==> config.mk <==
export PLATFORM = sky130hd
export DESIGN_NAME = w2r_offset
export DESIGN_NICKNAME = d
export VERILOG_FILES = /design/src/w2r_pkg.sv /design/src/w2r_offset.sv
export SDC_FILE = /design/constraint.sdc
export NUM_CORES = 2
export LEC_CHECK = 0
export BUFFER_PORTS_ARGS = -buffer_cell sky130_fd_sc_hd__clkbuf_2
export CAP_MARGIN = 10
export CORE_ASPECT_RATIO = 1.1
export CORE_MARGIN = 10
export CORE_UTILIZATION = 50
export CTS_BUF_LIST = sky130_fd_sc_hd__clkbuf_4 sky130_fd_sc_hd__clkbuf_8 sky130_fd_sc_hd__clkbuf_16
export CTS_CLUSTER_SIZE = 30
export DETAILED_ROUTE_END_ITERATION = 8
export HOLD_SLACK_MARGIN = 0.02
export PLACE_DENSITY = 0.69
export RECOVER_POWER = 25
export SYNTH_ARGS = -nofsm -noshare
export SYNTH_HDL_FRONTEND = slang
export SYNTH_SLANG_ARGS = --single-unit
export TNS_END_PERCENT = 10
==> constraint.sdc <==
create_clock -name clk -period 9.9 [get_ports clk]
set_input_delay 0.99 -clock clk [delete_from_list [all_inputs] [get_ports clk]]
set_output_delay 0.99 -clock clk [all_outputs]
set_load 0.01 [all_outputs]
==> src/w2r_pkg.sv <==
`default_nettype none
// Shared types, constants and polynomial coefficients of the lat/lon to national grid transform.
package w2r_pkg;

  // Input request payload
  typedef struct packed {
    logic signed [30:0] latitude_e7;
    logic signed [31:0] longitude_e7;
  } in_t;

  // Result payload
  typedef struct packed {
    logic signed [31:0] grid_x_mm;
    logic signed [31:0] grid_y_mm;
    logic               latitude_outside;
    logic               longitude_outside;
  } out_t;

  // Offsets, powers and cross products in Q40, carried down the pipeline
  typedef struct packed {
    logic signed [47:0] dp1;
    logic signed [47:0] dl1;
    logic signed [47:0] dp2;
    logic signed [47:0] dl2;
    logic signed [47:0] dp1dl1;
    logic signed [47:0] dp3;
    logic signed [47:0] dl3;
    logic signed [47:0] dp2dl1;
    logic signed [47:0] dp1dl2;
    logic signed [47:0] dp2dl2;
    logic signed [47:0] dl4;
    logic signed [47:0] dp1dl3;
    logic signed [47:0] dp2dl3;
    logic signed [47:0] dp3dl1;
    logic signed [47:0] dp1dl4;
  } mono_t;

  // Register stages from input register to output register
  localparam int unsigned NUM_STG = 31;

  // Origin and validity window, 1e-7 degree
  localparam logic signed [32:0] LAT0_E7    = 33'sd521551744;
  localparam logic signed [32:0] LON0_E7    = 33'sd53872062;
  localparam logic signed [31:0] LAT_MIN_E7 = 32'sd505684600;
  localparam logic signed [31:0] LAT_MAX_E7 = 32'sd536270200;
  localparam logic signed [31:0] LON_MIN_E7 = 32'sd29387500;
  localparam logic signed [31:0] LON_MAX_E7 = 32'sd75789300;

  // floor(0.36e-7 * 2^40 * 2^58): offset scale with 58 extra fraction bits
  localparam logic [95:0] OFS_NUM   = 96'd36 << 89;
  localparam logic [95:0] OFS_DIV   = 96'd1953125;
  localparam logic [74:0] OFS_RECIP = 75'(OFS_NUM / OFS_DIV);

  // Coefficient in units of 0.001 to Q20, rounded half away from zero
  function automatic logic signed [47:0] q20(input longint milli);
    logic            neg;
    longint unsigned m;
    longint unsigned v;
    neg = milli < 0;
    if (neg) m = 64'(-milli);
    else     m = 64'(milli);
    v = ((m << 20) + 64'd500) / 64'd1000;
    if (neg) v = -v;
    return 48'(v);
  endfunction

  // X terms: dl1 dl2 dl3 dp1 dp1dl1 dp1dl3 dp2dl1 dp2dl3 dp3dl1
  localparam logic signed [47:0] COEF_X [0:8] = '{
    q20(190094945), q20(-8), q20(-32391), q20(-705), q20(-11832228),
    q20(-608), q20(-114221), q20(148), q20(-2340)
  };

  // Y terms: dl1 dl2 dl4 dp1 dp1dl1 dp1dl2 dp1dl4 dp2 dp2dl2 dp3
  localparam logic signed [47:0] COEF_Y [0:9] = '{
    q20(433), q20(3638893), q20(92), q20(309056544), q20(-32),
    q20(-157984), q20(-54), q20(73077), q20(-6439), q20(59788)
  };

  // False origin in Q20 metres
  localparam logic signed [47:0] CONST_X = q20(155000000);
  localparam logic signed [47:0] CONST_Y = q20(463000000);

endpackage
`default_nettype wire

==> src/w2r_offset.sv <==
`default_nettype none
// Pipelined scaled offset: round(0.36 * (x - origin) * 1e-7) in Q40.
module w2r_offset (
  input  logic               clk,
  input  logic [3:0]         en,
  input  logic signed [32:0] x_i,
  input  logic signed [32:0] org_i,
  output logic signed [47:0] d_o
);

  logic signed [32:0] diff_r;
  logic               neg1_r, neg2_r, neg3_r;
  logic [31:0]        mag_r;
  logic [56:0]        pp0_r, pp1_r, pp2_r;
  logic [106:0]       sum;
  logic [47:0]        v_r;

  // mag * reciprocal with 58 extra fraction bits, rounded at bit 57
  assign sum = {50'd0, pp0_r} + {25'd0, pp1_r, 25'd0} + {pp2_r, 50'd0} + (107'd1 << 57);

  always_ff @(posedge clk) begin
    if (en[0]) begin
      diff_r <= x_i - org_i;
    end
    if (en[1]) begin
      neg1_r <= diff_r[32];
      mag_r  <= diff_r[32] ? 32'(-diff_r) : 32'(diff_r);
    end
    if (en[2]) begin
      neg2_r <= neg1_r;
      pp0_r  <= mag_r * w2r_pkg::OFS_RECIP[24:0];
      pp1_r  <= mag_r * w2r_pkg::OFS_RECIP[49:25];
      pp2_r  <= mag_r * w2r_pkg::OFS_RECIP[74:50];
    end
    if (en[3]) begin
      neg3_r <= neg2_r;
      v_r    <= sum[105:58];
    end
  end

  assign d_o = neg3_r ? signed'(48'(-v_r)) : signed'(v_r);

endmodule
`default_nettype wire
### Word level (Yosys, flattened, before mapping)

Index checks and enable logic that the tools add are counted.

* add/subtract/negate cells: 6
* multipliers: 3
* mux-type cells: 2

Operator list (count)
* $add A106 B58 Y106 const B: 1
* $add A81 B106 Y106: 1
* $add A56 B80 Y81: 1
* $mul A32 B24 Y56 const B: 1
* $mul A32 B23 Y55 const B: 1
* $mul A32 B22 Y54 const B: 1
* $mux W48: 1
* $neg A48 Y48: 1
* $sub A33 B33 Y33: 1
* $mux W32: 1
* $neg A32 Y32: 1

* bits in registers: 281
* output and inout bits: 48
* logic and storage cells: 20

### Logic depth before layout (Yosys ltp)

* depth after elaboration: 3
* gate-level depth with buffers: 25

### Worst setup path before layout

No wires, ideal clock.

* kind: reg2reg
* start point: register mag_r[12]
* end point: register pp2_r[54], data pin
* library setup time: 265 ps
* arrival time: 7035 ps
* data required time: 9635 ps
* path slack: 2600 ps
* cell stages (with the launch flop): 25
* clock period less this slack: 7300 ps
* cells stage by stage: edfxtp_1 inv_1 fa_1 inv_1 ha_1 fa_1 inv_1 fa_1 inv_1 fa_1 inv_1 fa_1 inv_1 fa_1 ha_1 a21oi_1 o21a_1 or3b_2 nor3_1 o211a_1 o211a_1 o2111ai_1 a31oi_1 o21ai_0 xor2_1

* longest elaborated chain between the ends: 1

RTL lines
* start, declared: RTL line w2r_offset.sv:13 `logic [31:0] mag_r;`
* start signal, assigned: RTL line w2r_offset.sv:27 `mag_r <= diff_r[32] ? 32'(-diff_r) : 32'(diff_r);`
* $mul A32 B24 Y56: RTL line w2r_offset.sv:33 `pp2_r <= mag_r * w2r_pkg::OFS_RECIP[74:50];`
* end signal, assigned: RTL line w2r_offset.sv:33
* end, declared: RTL line w2r_offset.sv:14 `logic [56:0] pp0_r, pp1_r, pp2_r;`

No other way between the ends.
A chain may end at the register's enable or synchronous reset.

### Worst setup path after layout

* start point: register mag_r[0]
* end point: register pp0_r[40], data pin

* longest elaborated chain between the ends: 1

RTL lines
* $mul A32 B23 Y55: RTL line w2r_offset.sv:31 `pp0_r <= mag_r * w2r_pkg::OFS_RECIP[24:0];`
* end signal, assigned: RTL line w2r_offset.sv:31
* end, declared: RTL line w2r_offset.sv:14

No other way between the ends.

==> impl_metrics.json <==
{
  "reg2reg_slack_ns": 1.08,
  "routed_via_density": 5.57,
  "gp_congestion": 1.06,
  "cp.required_ns": 10.25,
  "slew_headroom_pct": -129,
  "ys_types": 72,
  "die-area_um2": 112000,
  "first_pass_iters": 5,
  "synthCells": 4720,
  "ys.flop_type": "edfxtp_1",
  "min_path_type": "reg2reg",
  "timing.final.crit_share_pct": 89.1,
  "cp.arrival_ns": 9.17,
  "skew_ns": 0.0347,
  "dieWidth_um": 319,
  "cts.repair.resized": 0,
  "fp.dieH_um": 349,
  "async_flop_share_pct": 0,
  "status": "complete, but fails checks",
  "diodes": 0,
  "nNetsFinal": 6634,
  "routed_wl_mm": 162,
  "fin_tns_setup_ns": 0,
  "route.detailed.drc": 0,
  "drv_cap": 3,
  "fmax_ghz": 0.113,
  "startpoint_type": "flip-flop",
  "wl_per_cell_um": 26.2,
  "ys_seq_area_share_pct": 15.4,
  "timing.rr.start": "mag_r[0]$_DFFE_PP_",
  "ys_warn_count": 0,
  "postCtsHoldBufs": 0,
  "violations": "max-capacitance violations, max-slew violations",
  "cts_root_buf": "clkbuf_16",
  "start_util_pct": 50.6,
  "min_to": "neg3_r$_DFFE_PP_",
  "worstSetupPathType": "reg2reg",
  "hold_viol_final": 0,
  "rsz0062_at_grt": "no",
  "io_pins": 119,
  "ant_nets": 0,
  "slew_viol_final": 149,
  "synth_edf_count": 253,
  "postCtsSetupRepairBufs": 0,
  "endpoint_kind": "flip-flop",
  "grt_max_degree": 76,
  "synth.cell_area_um2": 49300,
  "path_max_fanout": 12,
  "syn_area_per_cell_um2": 10.5,
  "r2r_cells": 21,
  "finalSetupViolations": 0,
  "worst_hold_path.num_cells": 0,
  "cts_tree": "yes",
  "place_ws_ns": 1.54,
  "finish.cell_count_without_fillers": 6187,
  "ys_ff_latch": 253,
  "drt_iter0_drc": 2583,
  "placement_rows": 120,
  "hold_start": "neg2_r$_DFFE_PP_",
  "synth_nets": 6471,
  "period_minus_slack_ns": 8.82,
  "drive_above_1_share_pct": 4.93,
  "dr_total_vias": 34400,
  "reg2reg_to": "pp0_r[40]$_DFFE_PP_",
  "numPortBuffers": 118,
  "worstMarginPinSlew_ns": 3.43,
  "fin_ws_ns": 1.08,
  "clockBufferDepth": 3,
  "grt_pass1_vias": 36500,
  "nFillCells": 8812,
  "grt_usage_pct": 29.2,
  "cts_buffers": 30,
  "overflow": 0,
  "antenna_found_initial": 5,
  "fin_util_pct": 54.0,
  "dpl.hpwl_mm": 144,
  "grt_pass1_wl_mm": 238,
  "clock_latency_ns": 0.65,
  "clkSinkCount": 253,
  "core_um2": 97600,
  "dp_cells": 6132,
  "synthToLayoutAreaGrowth_pct": 6.92,
  "clk_pin_slew_ns": 0.06,
  "htree_levels": 1
}
-- synthesized netlist by cell type (all sizes together) (7+ instances only) --
library cell / n / area (µm²)
nor2: 113 / 424
o21a: 30 / 225
xnor2: 210 / 1840
clkbuf: 29 / 109
o311ai: 8 / 70.1
o41ai: 14 / 130
a31oi: 19 / 119
or4: 21 / 174
or2: 7 / 43.8
and3: 30 / 188
nand2: 141 / 534
a21oi: 193 / 966
xor2: 60 / 526
fa: 842 / 16900
nor2b: 26 / 163
nor4: 12 / 75.1
o21bai: 23 / 173
nand2b: 22 / 138
a21o: 109 / 818
ha: 838 / 10500
inv: 1277 / 4790
a221oi: 9 / 78.8
nor3: 31 / 155
a211oi: 21 / 158
o211ai: 9 / 67.6
nand4: 25 / 156
or3: 13 / 91.3
a21boi: 12 / 90.1
o21ai: 114 / 571
and4: 10 / 87.6
and2: 20 / 125
o31ai: 34 / 255
nand3: 68 / 340
o2111ai: 8 / 70.1
edfxtp: 253 / 7600
-- critical path, stage by stage (launching register included) --
cell      delay [ns]
edfxtp_1        0.45
clkbuf_1        0.89
fa_1            0.77
fa_1            0.58
fa_1            0.52
inv_1           0.07
fa_1            0.54
fa_1            0.57
inv_1           0.06
fa_1            0.51
fa_1            0.51
ha_1            0.35
a21oi_1         0.14
o21ai_0         0.11
a221oi_1        0.58
o21ai_0         0.22
buf_4           0.23
o21a_1          0.19
o21a_1          0.21
o21ai_0         0.48
a211oi_1        0.17
a311o_1         0.35
-- cells in the final DEF (no fill, tap or decap), types with 21 or more instances in the layout --
cell and count:
a21oi_1 193, edfxtp_1 253, nor2_1 113, nor2b_1 26, o21ai_0 114, clkbuf_16 30
ha_1 838, a21o_1 109, nand3_1 68, o21bai_1 23, and3_1 30, fa_1 842
o31ai_1 34, nand4_1 25, nand2b_1 22, clkbuf_2 116, nand2_1 139, xnor2_1 210
a211oi_1 21, o21a_1 30, nor3_1 31, buf_4 42, inv_1 1276, xor2_1 60
-- worst max path at each step --
stage                                     end                 from  depth (start not counted)
after floorplan           pp2_r[54]$_DFFE_PP_  mag_r[12]$_DFFE_PP_                         24
after global placement    pp2_r[55]$_DFFE_PP_  mag_r[13]$_DFFE_PP_                         24
after detailed placement  pp2_r[55]$_DFFE_PP_  mag_r[13]$_DFFE_PP_                         24
after CTS                 pp2_r[55]$_DFFE_PP_  mag_r[13]$_DFFE_PP_                         24
after global routing      pp0_r[51]$_DFFE_PP_   mag_r[0]$_DFFE_PP_                         21
final                     pp0_r[40]$_DFFE_PP_   mag_r[0]$_DFFE_PP_                         21
-- per-stage QoR --
| stage | hold WS (ns) | area, µm² |
|---|---|---|
| after floorplan | 0.400 | 49300 |
| after global placement | 0.405 | 51700 |
| after detailed placement | 0.406 | 51700 |
| after CTS | 0.420 | 52800 |
| after global routing | 0.434 | 52700 |
| final | 0.423 | 52700 |
-- sequential cells by signal (all words and copies together), names as in the netlist --
name,count
neg3_r,1
mag_r,32
pp2_r,56
pp1_r,51
diff_r,33
neg2_r,1
pp0_r,30
neg1_r,1
v_r,48
-- area by class of cell --
class	count	area, µm²	area share, %
Inverter	1277	4790	9.09
Clock inverter	18	233	0.441
Tap cell	1281	1600	3.04
Multi-Input combinational cell	3158	36800	69.8
Clock buffer	37	803	1.52
Timing Repair Buffer	163	915	1.73
Sequential cell	253	7600	14.4
-- routing by layer --
metal  GRT usage [%]  share of wire, %  vias up  routed length, µm
met5               0             0.021        -                 34
met4            13.9               5.8        6               9350
met3            7.48               8.2      309              13300
met2            47.1                46     1256              74400
met1            36.5                40    17300              64800
li1                -                 -    15600                  -
-- logic make-up after synthesis --
family / after synthesis / synth area share [%]
AO/OA/AOI/OAI: 657 / 8.71
XOR/XNOR: 270 / 4.79
adder cells (fa/ha/maj): 1680 / 55.4
buffers and inverters: 1309 / 10.0
flip-flops: 253 / 15.4
AND/OR/NAND/NOR: 551 / 5.68
Power is not shown: default switching activity piles up to over one toggle a cycle in this logic, so the estimate is an artifact.
